--- config.mk ---
export PLATFORM = sky130hd
export DESIGN_NAME = positional_array_list_unit
export DESIGN_NICKNAME = d
export VERILOG_FILES = /design/src/pal_pkg.sv /design/src/pal_front.sv /design/src/pal_queue.sv /design/src/pal_back.sv /design/src/positional_array_list_unit.sv
export SDC_FILE = /design/constraint.sdc
export NUM_CORES = 1
export LEC_CHECK = 0
export BUFFER_PORTS_ARGS = -buffer_cell sky130_fd_sc_hd__buf_2
export CORE_MARGIN = 10
export CORE_UTILIZATION = 58
export CTS_BUF_LIST = sky130_fd_sc_hd__clkbuf_4 sky130_fd_sc_hd__clkbuf_8
export DETAILED_ROUTE_END_ITERATION = 12
export PLACE_DENSITY = 0.78
export REMOVE_ABC_BUFFERS = 1
export SLEW_MARGIN = 20
export SYNTH_ARGS = -nofsm -noshare
export SYNTH_HDL_FRONTEND = slang
export SYNTH_SLANG_ARGS = --single-unit
export TNS_END_PERCENT = 20
--- constraint.sdc ---
create_clock -name clk_i -period 4 [get_ports clk_i]
set_clock_uncertainty 0.1 [all_clocks]
set_input_delay 0.8 -clock clk_i [delete_from_list [all_inputs] [get_ports clk_i]]
set_output_delay 0.8 -clock clk_i [all_outputs]
set_load 0.005 [all_outputs]
--- src/pal_pkg.sv ---
`timescale 1ns / 1ps
package pal_pkg;

  localparam int CapacityDef = 16;
  localparam int CapacityMax = 256;
  localparam int CntMaxW     = $clog2(CapacityMax + 1);
  localparam int OpW         = 3;
  localparam int PosW        = 5;
  localparam int LenW        = 5;
  localparam int ValW        = 32;
  localparam int StatW       = 3;
  localparam int OutCntW     = 5;
  localparam int QDepth      = 2;
  localparam int QPtrW       = $clog2(QDepth);

  typedef enum logic [OpW-1:0] {
    OP_CREATE  = 3'd0,
    OP_LOAD    = 3'd1,
    OP_INSERT  = 3'd2,
    OP_DELETE  = 3'd3,
    OP_SEARCH  = 3'd4,
    OP_DISPLAY = 3'd5
  } op_e;

  typedef enum logic [StatW-1:0] {
    ST_OK       = 3'd0,
    ST_EMPTY    = 3'd1,
    ST_FULL     = 3'd2,
    ST_BADPOS   = 3'd3,
    ST_NOTFOUND = 3'd4,
    ST_LIMIT    = 3'd5
  } status_e;

  typedef enum logic [2:0] {
    JOB_REPLY,
    JOB_LOAD,
    JOB_INSERT,
    JOB_DELETE,
    JOB_SEARCH,
    JOB_DISPLAY
  } job_e;

  typedef enum logic {
    BK_IDLE,
    BK_WALK
  } bk_state_e;

  typedef struct packed {
    job_e                    kind;
    status_e                 status;
    logic [PosW-1:0]         pos0;
    logic signed [ValW-1:0]  value;
    logic [CntMaxW-1:0]      cnt;
    logic [OutCntW-1:0]      cnt_out;
  } job_t;

endpackage

--- src/pal_front.sv ---
`timescale 1ns / 1ps
module pal_front import pal_pkg::*; #(
  parameter int CAPACITY = CapacityDef
) (
  input  logic                   clk_i,
  input  logic                   rst_ni,
  input  logic                   start_i,
  input  logic [OpW-1:0]         operation_i,
  input  logic [PosW-1:0]        position_i,
  input  logic [LenW-1:0]        length_i,
  input  logic signed [ValW-1:0] value_i,
  input  logic                   q_full_i,
  output logic                   busy_o,
  output logic                   push_o,
  output job_t                   job_o
);

  localparam int CntW = $clog2(CAPACITY + 1);
  localparam int CmpW = (CntW > PosW) ? CntW + 1 : PosW + 1;

  logic [CntW-1:0] count_q, count_d;
  logic [CmpW-1:0] cnt_x, pos_x, len_x, cap_x;
  logic            pos_bad;

  assign busy_o = q_full_i;
  assign push_o = start_i && !q_full_i;

  always_comb begin
    cnt_x   = CmpW'(count_q);
    pos_x   = CmpW'(position_i);
    len_x   = CmpW'(length_i);
    cap_x   = CmpW'(CAPACITY);
    pos_bad = (pos_x == '0) || (pos_x > cnt_x);
    count_d = count_q;

    job_o.kind    = JOB_REPLY;
    job_o.status  = ST_OK;
    job_o.pos0    = position_i - PosW'(1);
    job_o.value   = value_i;
    job_o.cnt     = CntMaxW'(count_q);

    unique case (operation_i)
      OP_CREATE: begin
        if (len_x > cap_x) begin
          job_o.status = ST_LIMIT;
          count_d      = '0;
        end else begin
          count_d = CntW'(length_i);
        end
      end
      OP_LOAD: begin
        if (pos_bad) begin
          job_o.status = ST_BADPOS;
        end else begin
          job_o.kind = JOB_LOAD;
        end
      end
      OP_INSERT: begin
        priority if (cnt_x >= cap_x) begin
          job_o.status = ST_FULL;
        end else if ((pos_x == '0) || (pos_x > cnt_x + CmpW'(1))) begin
          job_o.status = ST_BADPOS;
        end else begin
          job_o.kind = JOB_INSERT;
          count_d    = count_q + CntW'(1);
        end
      end
      OP_DELETE: begin
        priority if (count_q == '0) begin
          job_o.status = ST_EMPTY;
        end else if (pos_bad) begin
          job_o.status = ST_BADPOS;
        end else begin
          job_o.kind = JOB_DELETE;
          count_d    = count_q - CntW'(1);
        end
      end
      OP_SEARCH: begin
        if (count_q == '0) begin
          job_o.status = ST_EMPTY;
        end else begin
          job_o.kind = JOB_SEARCH;
        end
      end
      OP_DISPLAY: begin
        if (count_q == '0) begin
          job_o.status = ST_EMPTY;
        end else begin
          job_o.kind = JOB_DISPLAY;
        end
      end
      default: begin
        job_o.status = ST_OK;
      end
    endcase

    job_o.cnt_out = OutCntW'(count_d);
  end

  always_ff @(posedge clk_i or negedge rst_ni) begin
    if (!rst_ni) begin
      count_q <= '0;
    end else if (push_o) begin
      count_q <= count_d;
    end
  end

endmodule

--- src/pal_queue.sv ---
`timescale 1ns / 1ps
module pal_queue import pal_pkg::*; (
  input  logic clk_i,
  input  logic rst_ni,
  input  logic push_i,
  input  job_t job_i,
  input  logic pop_i,
  output job_t job_o,
  output logic full_o,
  output logic empty_o
);

  job_t               slot_q [QDepth];
  logic [QPtrW-1:0]   wr_ptr_q, rd_ptr_q;
  logic [QPtrW:0]     fill_q;

  assign full_o  = (fill_q == (QPtrW + 1)'(QDepth));
  assign empty_o = (fill_q == '0);
  assign job_o   = slot_q[rd_ptr_q];

  always_ff @(posedge clk_i) begin
    if (push_i) begin
      slot_q[wr_ptr_q] <= job_i;
    end
  end

  always_ff @(posedge clk_i or negedge rst_ni) begin
    if (!rst_ni) begin
      wr_ptr_q <= '0;
      rd_ptr_q <= '0;
      fill_q   <= '0;
    end else begin
      if (push_i) begin
        wr_ptr_q <= wr_ptr_q + QPtrW'(1);
      end
      if (pop_i) begin
        rd_ptr_q <= rd_ptr_q + QPtrW'(1);
      end
      if (push_i && !pop_i) begin
        fill_q <= fill_q + (QPtrW + 1)'(1);
      end else if (pop_i && !push_i) begin
        fill_q <= fill_q - (QPtrW + 1)'(1);
      end
    end
  end

  assert property (@(posedge clk_i) disable iff (!rst_ni) push_i |-> !full_o)
    else $error("push into full queue");
  assert property (@(posedge clk_i) disable iff (!rst_ni) pop_i |-> !empty_o)
    else $error("pop from empty queue");

endmodule

--- src/pal_back.sv ---
`timescale 1ns / 1ps
module pal_back import pal_pkg::*; #(
  parameter int CAPACITY = CapacityDef
) (
  input  logic                    clk_i,
  input  logic                    rst_ni,
  input  logic                    q_empty_i,
  input  job_t                    q_job_i,
  output logic                    pop_o,
  output logic                    done_o,
  output logic [StatW-1:0]        status_o,
  output logic [PosW-1:0]         found_position_o,
  output logic signed [ValW-1:0]  element_o,
  output logic [OutCntW-1:0]      element_count_o,
  output logic                    last_result_o
);

  localparam int CntW  = $clog2(CAPACITY + 1);
  localparam int AddrW = $clog2(CAPACITY);

  bk_state_e state_q, state_d;
  job_t      job_q, job_d;
  logic [AddrW-1:0] idx_q, idx_d, idxp_q, idxp_d;
  logic [CntW-1:0]  rem_q, rem_d, n_in;
  logic             pv_q, pv_d;

  logic signed [ValW-1:0] mem_q [CAPACITY];
  logic signed [ValW-1:0] rd_q;
  logic                   rd_en, wr_en;
  logic [AddrW-1:0]       rd_addr, wr_addr, p0_in;
  logic signed [ValW-1:0] wr_data;

  logic                   emit, e_last;
  status_e                e_status;
  logic [PosW-1:0]        e_fpos;
  logic signed [ValW-1:0] e_elem;
  logic [OutCntW-1:0]     e_cnt;

  logic                   out_valid_q;
  logic [StatW-1:0]       out_status_q;
  logic [PosW-1:0]        out_fpos_q;
  logic signed [ValW-1:0] out_elem_q;
  logic [OutCntW-1:0]     out_cnt_q;
  logic                   out_last_q;

  always_comb begin
    state_d  = state_q;
    job_d    = job_q;
    idx_d    = idx_q;
    idxp_d   = idxp_q;
    rem_d    = rem_q;
    pv_d     = 1'b0;
    pop_o    = 1'b0;
    rd_en    = 1'b0;
    rd_addr  = idx_q;
    wr_en    = 1'b0;
    wr_addr  = AddrW'(job_q.pos0);
    wr_data  = job_q.value;
    emit     = 1'b0;
    e_status = ST_OK;
    e_fpos   = '0;
    e_elem   = '0;
    e_cnt    = job_q.cnt_out;
    e_last   = 1'b1;
    n_in     = CntW'(q_job_i.cnt);
    p0_in    = AddrW'(q_job_i.pos0);

    unique case (state_q)
      BK_IDLE: begin
        if (!q_empty_i) begin
          pop_o = 1'b1;
          job_d = q_job_i;
          e_cnt = q_job_i.cnt_out;
          unique case (q_job_i.kind)
            JOB_REPLY: begin
              emit     = 1'b1;
              e_status = q_job_i.status;
            end
            JOB_LOAD: begin
              wr_en   = 1'b1;
              wr_addr = p0_in;
              wr_data = q_job_i.value;
              emit    = 1'b1;
            end
            JOB_INSERT: begin
              idx_d   = AddrW'(n_in - CntW'(1));
              rem_d   = n_in - CntW'(q_job_i.pos0);
              state_d = BK_WALK;
            end
            JOB_DELETE: begin
              idx_d   = p0_in + AddrW'(1);
              rem_d   = n_in - CntW'(q_job_i.pos0) - CntW'(1);
              state_d = BK_WALK;
            end
            JOB_SEARCH, JOB_DISPLAY: begin
              idx_d   = '0;
              rem_d   = n_in;
              state_d = BK_WALK;
            end
            default: begin
              emit = 1'b1;
            end
          endcase
        end
      end
      BK_WALK: begin
        if (rem_q != '0) begin
          rd_en  = 1'b1;
          pv_d   = 1'b1;
          idxp_d = idx_q;
          rem_d  = rem_q - CntW'(1);
          idx_d  = (job_q.kind == JOB_INSERT) ? idx_q - AddrW'(1) : idx_q + AddrW'(1);
        end
        if (pv_q) begin
          unique case (job_q.kind)
            JOB_INSERT: begin
              wr_en   = 1'b1;
              wr_addr = idxp_q + AddrW'(1);
              wr_data = rd_q;
            end
            JOB_DELETE: begin
              wr_en   = 1'b1;
              wr_addr = idxp_q - AddrW'(1);
              wr_data = rd_q;
            end
            JOB_SEARCH: begin
              if (rd_q == job_q.value) begin
                emit    = 1'b1;
                e_fpos  = PosW'({1'b0, idxp_q} + (AddrW + 1)'(1));
                pv_d    = 1'b0;
                state_d = BK_IDLE;
              end
            end
            JOB_DISPLAY: begin
              emit   = 1'b1;
              e_elem = rd_q;
              e_last = (rem_q == '0);
              if (rem_q == '0) begin
                state_d = BK_IDLE;
              end
            end
            default: begin
              state_d = BK_IDLE;
            end
          endcase
        end else if (rem_q == '0) begin
          state_d = BK_IDLE;
          unique case (job_q.kind)
            JOB_INSERT: begin
              wr_en = 1'b1;
              emit  = 1'b1;
            end
            JOB_SEARCH: begin
              emit     = 1'b1;
              e_status = ST_NOTFOUND;
            end
            JOB_DELETE: begin
              emit = 1'b1;
            end
            default: begin
              emit = 1'b0;
            end
          endcase
        end
      end
      default: begin
        state_d = BK_IDLE;
      end
    endcase
  end

  always_ff @(posedge clk_i) begin
    if (wr_en) begin
      mem_q[wr_addr] <= wr_data;
    end
    if (rd_en) begin
      rd_q <= mem_q[rd_addr];
    end
  end

  always_ff @(posedge clk_i or negedge rst_ni) begin
    if (!rst_ni) begin
      state_q     <= BK_IDLE;
      pv_q        <= 1'b0;
      out_valid_q <= 1'b0;
    end else begin
      state_q     <= state_d;
      pv_q        <= pv_d;
      out_valid_q <= emit;
    end
  end

  always_ff @(posedge clk_i) begin
    job_q  <= job_d;
    idx_q  <= idx_d;
    idxp_q <= idxp_d;
    rem_q  <= rem_d;
    if (emit) begin
      out_status_q <= e_status;
      out_fpos_q   <= e_fpos;
      out_elem_q   <= e_elem;
      out_cnt_q    <= e_cnt;
      out_last_q   <= e_last;
    end
  end

  assign done_o           = out_valid_q;
  assign status_o         = out_status_q;
  assign found_position_o = out_fpos_q;
  assign element_o        = out_elem_q;
  assign element_count_o  = out_cnt_q;
  assign last_result_o    = out_last_q;

  assert property (@(posedge clk_i) disable iff (!rst_ni)
    (state_q == BK_IDLE) |-> !pv_q)
    else $error("pending read outside walk");
  assert property (@(posedge clk_i) disable iff (!rst_ni)
    (wr_en && rd_en) |-> (wr_addr != rd_addr))
    else $error("read and write collide on one entry");
  assert property (@(posedge clk_i) disable iff (!rst_ni)
    (out_valid_q && (out_status_q != ST_OK)) |-> out_last_q)
    else $error("error result not marked last");
  assert property (@(posedge clk_i) disable iff (!rst_ni)
    pop_o |-> (state_q == BK_IDLE))
    else $error("job taken while walking");

endmodule

--- src/positional_array_list_unit.sv ---
`timescale 1ns / 1ps
// Positional array list: an ordered list of signed 32-bit entries with a count.
// Input: drive operation_i, position_i, length_i, value_i and raise start; the
// item is taken at a rising edge where start is high and busy is low.
// Output: each result shows for one cycle with done_o high; last_result_o marks
// the final result of an item. The receiver cannot stall the block.
// The front end checks the item against the entry count and queues a job (two
// deep); busy rises only while that queue is full. The back end runs one job
// at a time over a single-port-write, single-read entry memory.
// Create, load and every rejected item are answered straight from the queue,
// with no walk over the entries. Insert and delete move one entry per cycle;
// search and display read one entry per cycle, and display emits one result
// per cycle.
// Reset empties the list; entry contents stay undefined until loaded or
// inserted. No clearing pass runs.
module positional_array_list_unit import pal_pkg::*; #(
  parameter int CAPACITY = CapacityDef
) (
  input  logic                   clk_i,
  input  logic                   rst_ni,
  input  logic                   start,
  output logic                   busy,
  input  logic [OpW-1:0]         operation_i,
  input  logic [PosW-1:0]        position_i,
  input  logic [LenW-1:0]        length_i,
  input  logic signed [ValW-1:0] value_i,
  output logic                   done_o,
  output logic [StatW-1:0]       status_o,
  output logic [PosW-1:0]        found_position_o,
  output logic signed [ValW-1:0] element_o,
  output logic [OutCntW-1:0]     element_count_o,
  output logic                   last_result_o
);

  logic push, pop, q_full, q_empty;
  job_t push_job, pop_job;

  pal_front #(
    .CAPACITY(CAPACITY)
  ) u_front (
    .clk_i       (clk_i),
    .rst_ni      (rst_ni),
    .start_i     (start),
    .operation_i (operation_i),
    .position_i  (position_i),
    .length_i    (length_i),
    .value_i     (value_i),
    .q_full_i    (q_full),
    .busy_o      (busy),
    .push_o      (push),
    .job_o       (push_job)
  );

  pal_queue u_queue (
    .clk_i   (clk_i),
    .rst_ni  (rst_ni),
    .push_i  (push),
    .job_i   (push_job),
    .pop_i   (pop),
    .job_o   (pop_job),
    .full_o  (q_full),
    .empty_o (q_empty)
  );

  pal_back #(
    .CAPACITY(CAPACITY)
  ) u_back (
    .clk_i            (clk_i),
    .rst_ni           (rst_ni),
    .q_empty_i        (q_empty),
    .q_job_i          (pop_job),
    .pop_o            (pop),
    .done_o           (done_o),
    .status_o         (status_o),
    .found_position_o (found_position_o),
    .element_o        (element_o),
    .element_count_o  (element_count_o),
    .last_result_o    (last_result_o)
  );

endmodule

# Yosys cells after proc, flatten, opt, wreduce, memory -nomap -nowiden
# Memory sizes are Yosys's and may differ from the RTL's. A register that Yosys moved wholly into a read port is not among the register bits.
# Cells that the tools add are included.
# word_totals
ff_bits,115
out_inout_bits,48
ramBits,618
n_memories,2
input_bits,48
# op_classes
magnitude_cmp,4
eq_ne,19
n_mux,84
add_sub_neg,18
reduce_logical,26
bitwise_logic,2
# memory_table
memory,words,width,rd,rd_ports_with_merged_regs,write_ports,line,source
u_back.mem_q,16,32,1,1,1,pal_back.sv:27,logic signed [ValW-1:0] mem_q [CAPACITY];
u_queue.slot_q,2,53,1,0,1,pal_queue.sv:13,job_t slot_q [QDepth];
# ops
cell,n
$mux W32,4
$pmux W32 S2,1
$mux W5,9
$mux W3,12
$eq A32 B32 Y1,1
$mux W1,31
$pmux W3 S5,2
$pmux W5 S3,2
$mux W4,6
$pmux W4 S2,3
$sub A5 B1 Y5 const B,4
$eq A3 B2 Y1 const B,6
$eq A3 B3 Y1 const B,6
$logic_not A5 Y1,3
$add A4 B1 Y4 const B,3
$mux W2,6
$pmux W4 S3,1
$sub A4 B1 Y4 const B,3
$pmux W5 S2,1
$pmux W1 S2,4
$add A5 B1 Y6 const B,1
$eq A3 B1 Y1 const B,2
$gt A5 B6 Y1,1
$logic_not A3 Y1,2
27 further kinds,39

# Longest topological paths before layout
# logic_depth
ltp_word,7
depth_mapped,15
mapped_depth_nobuf,13

# Hierarchy
# From an unflattened synthesis, not the netlist that was laid out.
# unflattened
hier_cells,1704
area_unflattened_um2,32328.5
# by_module_without_submodules
mod,instances,area_per_inst_um2,cells_per_inst
pal_back,1,26447.9,1322
pal_queue,1,4375.4,193
pal_front,1,1505.2,189

# Worst setup path before layout
# OpenSTA, ideal clock, no wires.
# synth_timing
kind,input-to-reg
start,in start
end,mem u_queue.slot_q[0][0] (netlist name) (enable)
stages,3
t_arrival_ns,3.516
setup_slack_ns,-0.087
path_cell_list,and2_1 -> clkbuf_1 -> nor2b_1
# synth_between
elab_chain_cells,3
# synth_lines
item,line,source
"start, declared",positional_array_list_unit.sv:21,"input logic start,"
$logic_and A1 B1 Y1,pal_front.sv:26,assign push_o = start_i && !q_full_i;
via push,positional_array_list_unit.sv:35,"logic push, pop, q_full, q_empty;"
$mux W1,pal_queue.sv:22,if (push_i) begin
$mux W1 (implied by the code),pal_queue.sv:23,slot_q[wr_ptr_q] <= job_i;
"end, declared",pal_queue.sv:13,
# The timed path passes the listed nets, and every way through them passes these cells.

# Worst setup path after layout
# layout_timing
start,reg u_queue.rd_ptr_q
end,mem u_back.mem_q[9][19] (enable)
# layout_between
elab_chain_cells,7
word_cells_on_any_way,10
classes_between,1 x eq/ne; 8 x mux; 1 x memory
# layout_lines
item,line,source
"start, declared",pal_queue.sv:14,"logic [QPtrW-1:0] wr_ptr_q, rd_ptr_q;"
"start signal, assigned",pal_queue.sv:37,rd_ptr_q <= rd_ptr_q + QPtrW'(1);
$mem_v2 Z2 W53 *,n/a,
$eq A3 B1 Y1,pal_back.sv:74,unique case (q_job_i.kind)
$mux W1,pal_back.sv:74,
$mux W1,pal_back.sv:70,if (!q_empty_i) begin
$pmux W1 S2,pal_back.sv:68,unique case (state_q)
$mux W1,pal_back.sv:173,if (wr_en) begin
$mux W1 (implied by the code),pal_back.sv:174,mem_q[wr_addr] <= wr_data;
"end, declared",pal_back.sv:27,
# Every way passes the cells marked *; elsewhere a longest branch is shown, timed or not.

==> results_tabular.tex <==
\begin{tabular}{lr}
\hline
Metric & Value \\
\hline
\multicolumn{2}{l}{\textbf{Layout}} \\
\quad Number of nets in the finished design & 1934 \\
\quad Utilization after layout & 0.6735 \\
\quad Antenna Diode Count & 0 \\
\quad Syn-to-layout area delta & 14.45\% \\
\quad Final standard cell area without fillers & 35530 um2 \\
\quad Share of cells above drive strength 1 & 0.3131 \\
\multicolumn{2}{l}{\textbf{Floorplan}} \\
\quad Vert. Die Dim & 251.4 um \\
\quad Number of ports placed on the die boundary & 96 \\
\quad Std-Cell Core Area & 52760 um2 \\
\quad Initial core utilization & 0.5884 \\
\quad Standard-cell rows & 84 \\
\quad Full die area & 63180 um2 \\
\quad Die span in x & 251.4 um \\
\multicolumn{2}{l}{\textbf{Routing}} \\
\quad Number of antenna-violating nets in the routed design & 0 \\
\quad Final Routed Wirelength & 70.59 mm \\
\quad \# DRC & 0 \\
\quad Initial drt markers & 1825 \\
\quad Drt via density & 6.208 \\
\quad Total via count in the routed design & 16364 \\
\quad Router iterations before antenna repair & 8 \\
\quad Per-cell routed wire length & 26.78 um \\
\multicolumn{2}{l}{\textbf{Synthesis}} \\
\quad Count of state elements after synthesis & 765 \\
\quad Number of flops mapped to enable cells by yosys & 753 \\
\quad Proportion of synthesized chip area in sequential cells & 0.7380 \\
\quad Synthesis Warnings & 0 \\
\quad Most instantiated flip-flop cell in the synthesis netlist & edfxtp\_1 \\
\quad Post-synthesis cell type with the largest combined area & edfxtp\_1 \\
\quad Mean cell area of the mapped netlist & 19.09 um2 \\
\quad Synth async-reset ratio & 0.01569 \\
\quad Gate Count Post-Synth & 1626 \\
\quad Netlist cell types & 68 \\
\quad Largest cells by area after synthesis & edfxtp\_1, mux4\_2, mux2\_2 \\
\quad Yosys top cell area share & 0.7283 \\
\quad Cell area after technology mapping & 31050 um2 \\
\multicolumn{2}{l}{\textbf{Clock network}} \\
\quad Total of cells resized after clock tree synthesis & 0 \\
\quad Clock transition at the registers of the reported paths & 0.06 ns \\
\quad CTS tree & done \\
\quad Number of clock sinks & 765 \\
\quad Buffer depth of the longest clock path & 3 \\
\quad Clock latency at the later pin of the worst-skew pair & 0.72 ns \\
\quad Clock buffers created by TritonCTS & 114 \\
\quad Clock Root Buffer & clkbuf\_8 \\
\quad H-Tree Level Count & 3 \\
\multicolumn{2}{l}{\textbf{STA}} \\
\quad Slew @ Worst Pin & 0.8912 ns \\
\quad Unrepaired setup endpoints after global routing & false \\
\quad Worst hold slack after final layout & 0.1864 ns \\
\quad Final min period & 3.734 ns \\
\quad Max Fclk & 267.8 MHz \\
\quad Endpoints failing setup & 0 \\
\quad Slew Limit Fails & 0 \\
\quad Fraction of the cycle the final worst path needs & 0.9335 \\
\quad Remaining max-slew budget at the tightest pin & 0.4058 \\
\quad Fin. Hold Viols & 0 \\
\multicolumn{2}{l}{\textbf{Critical path}} \\
\quad Critical path depth in cells & 8 \\
\quad Crit-path slowest cell & dfrtp\_4 \\
\quad Endpoint type of the worst setup path & flop \\
\quad Worst Path Max Fanout & 17 \\
\quad Worst-path cell chain & buf\_4, or3b\_4, a211oi\_4, mux2i\_1, o221a\_2, nand2\_1, nor2\_4, buf\_12 \\
\quad Largest stage delay on the critical path & 0.56 ns \\
\quad Worst endpoint required time & 4.29 ns \\
\quad Crit path max-delay family & simple AND/OR/NAND/NOR gates \\
\quad Startpoint type of the worst setup path & flop \\
\quad Crit Path Class & flop to flop \\
\quad Arrival time reported for the critical path endpoint & 4.03 ns \\
\quad Worst Path Buf+Inv & 2 \\
\quad Number of cells traversed by the worst register-to-register path & 8 \\
\multicolumn{2}{l}{\textbf{GRT}} \\
\quad Number of global-route vias before repair & 16942 \\
\quad GR Util All Layers & 0.2249 \\
\quad Global-route wire length before repair & 106.2 mm \\
\quad Antenna violations before repair & 2 \\
\quad Gr ovfl total & 0 \\
\quad Maximum number of pins on one net before global-route repair & 68 \\
\multicolumn{2}{l}{\textbf{Power and ir drop}} \\
\quad Power density over the cells & 822.6 nW/um2 \\
\quad Total leakage power & 0.01201 uW \\
\quad Maximum vdd ir drop & 0.0004985 V \\
\multicolumn{2}{l}{\textbf{Placed design}} \\
\quad Post-place instance area & 33140 um2 \\
\quad Gpl congestion & 0.8815 \\
\quad Port bufs & 95 \\
\quad Post-detail-place hpwl & 43.16 mm \\
\multicolumn{2}{l}{\textbf{Status}} \\
\quad Result of the run & finished clean \\
\multicolumn{2}{l}{\textbf{Min path}} \\
\quad Number of cells traversed by the worst hold path & 1 \\
\quad Min-Delay Path Class & input port to flop \\
\multicolumn{2}{l}{\textbf{Job}} \\
\quad Reported max-cap violation count & 0 \\
\hline
\end{tabular}
-- path summary, 6_finish.rpt --
kind                                   start  slack, ns                    end
max in group asynchronous             rst_ni       3.03       u_queue.rd_ptr_q
max                         u_queue.rd_ptr_q       0.27    u_back.mem_q[9][19]
min in group asynchronous             rst_ni       0.42          u_back.done_o
min                              value_i[14]       0.19  u_queue.slot_q[1][24]
max reg2reg                 u_queue.rd_ptr_q       0.27    u_back.mem_q[9][19]
min reg2reg                u_queue.fill_q[1]       0.43      u_queue.fill_q[1]
-- worst register-to-register path: stages (launching register included) --
cell and delay [ns]:
dfrtp_4 0.56, buf_4 0.37, or3b_4 0.48, a211oi_4 0.38, mux2i_1 0.33, o221a_2 0.26
nand2_1 0.26, nor2_4 0.47, buf_12 0.23
-- power breakdown --
part / internal (uW) / switching, uW
combinational: 3950 / 5910
sequential: 12000 / 816
clock: 3640 / 2930
total: 19600 / 9660
-- through the flow --
step                instances  worst slack [ns]  TNS [ns]  power, uW
floorplan                1558            -2.562  -1310.87      19030
global placement         2426            0.3479         0      22450
detailed placement       2426            0.2825         0      22820
CTS                      2636            0.2791         0      29400
global route             2636            0.1356         0      30580
finish                   2636            0.2659         0      29230
-- final cells by class --
class                           count  area (um2)
Inverter                           35       131.4
Sequential cell                   765       22920
Tap cell                          688       860.8
Clock inverter                     63       559.3
Clock buffer                      146        1822
Multi-Input combinational cell    758        7870
Fill cell                        3305       17230
Timing Repair Buffer              181        1374
-- what timing repair did --
item / in CTS / in global routing
buffers inserted: 0 / 0
hold buffers: 1 / 0
hold endpoints to repair: 12 / 0
-- per-layer routing --
metal | wire (um) | share of wire | vias to the layer above | global-route usage
li1 | - | - | 6984 | -
met1 | 27360 | 0.39 | 8435 | 0.2967
met2 | 35210 | 0.50 | 817 | 0.3680
met3 | 6276 | 0.089 | 128 | 0.05489
met4 | 1739 | 0.025 | 0 | 0.06839
met5 | 0 | 0 | - | 0
-- sequential cells by signal, indices dropped and copies added, names as in the netlist, 2 cells and up --
| name | flops |
|---|---|
| u_back.element_o | 32 |
| u_back.rem_q | 5 |
| u_back.element_count_o | 5 |
| u_back.rd_q | 32 |
| u_back.job_q | 44 |
| u_front.count_q | 5 |
| u_back.idx_q | 4 |
| u_queue.slot_q | 106 |
| u_back.status_o | 3 |
| u_queue.fill_q | 2 |
| u_back.mem_q | 512 |
| u_back.idxp_q | 4 |
| u_back.found_position_o | 5 |
-- cells in the mapped netlist, types with 4 or more instances --
cell       number
edfxtp_1      753
mux4_2        160
nor2_1        120
nor3_1         51
mux2_2         47
clkbuf_1       44
xor2_1         42
nor2b_1        37
and2_1         35
inv_1          35
nand2_1        33
ha_1           28
xnor2_1        24
a21oi_1        23
mux2i_1        21
buf_2          15
nand3_1        13
dfrtp_1        12
nor4_1         11
o21ai_0        10
buf_1           8
nand2b_1        8
a211oi_1        7
and3_1          5
nand3b_1        5
o211ai_1        5
o21a_1          5
a2111oi_0       4
a21o_1          4
nand4_1         4
or2_2           4
-- layout by cell type, fill, tap and decap left out, drive strengths merged, types with 24 or more instances in the layout --
cell / n
and2: 35
buf: 180
clkbuf: 146
clkinv: 46
edfxtp: 753
ha: 28
inv: 36
mux2: 47
mux4: 160
nand2: 34
nor2: 120
nor2b: 37
nor3: 51
xnor2: 24
xor2: 42
-- kinds of logic (layout without fill, tap and decap cells) --
logic type               after synthesis  in the layout  synth area share
multiplexers                         228            228            0.1399
XOR/XNOR                              66             66           0.01862
AND/OR/NAND/NOR                      342            342           0.05582
flip-flops                           765            765            0.7380
buffers and inverters                103            425           0.01330
adder cells (fa/ha/maj)               31             31           0.01322
AO/OA/AOI/OAI                         91             91           0.02116
(Power assumes the default switching activity.)
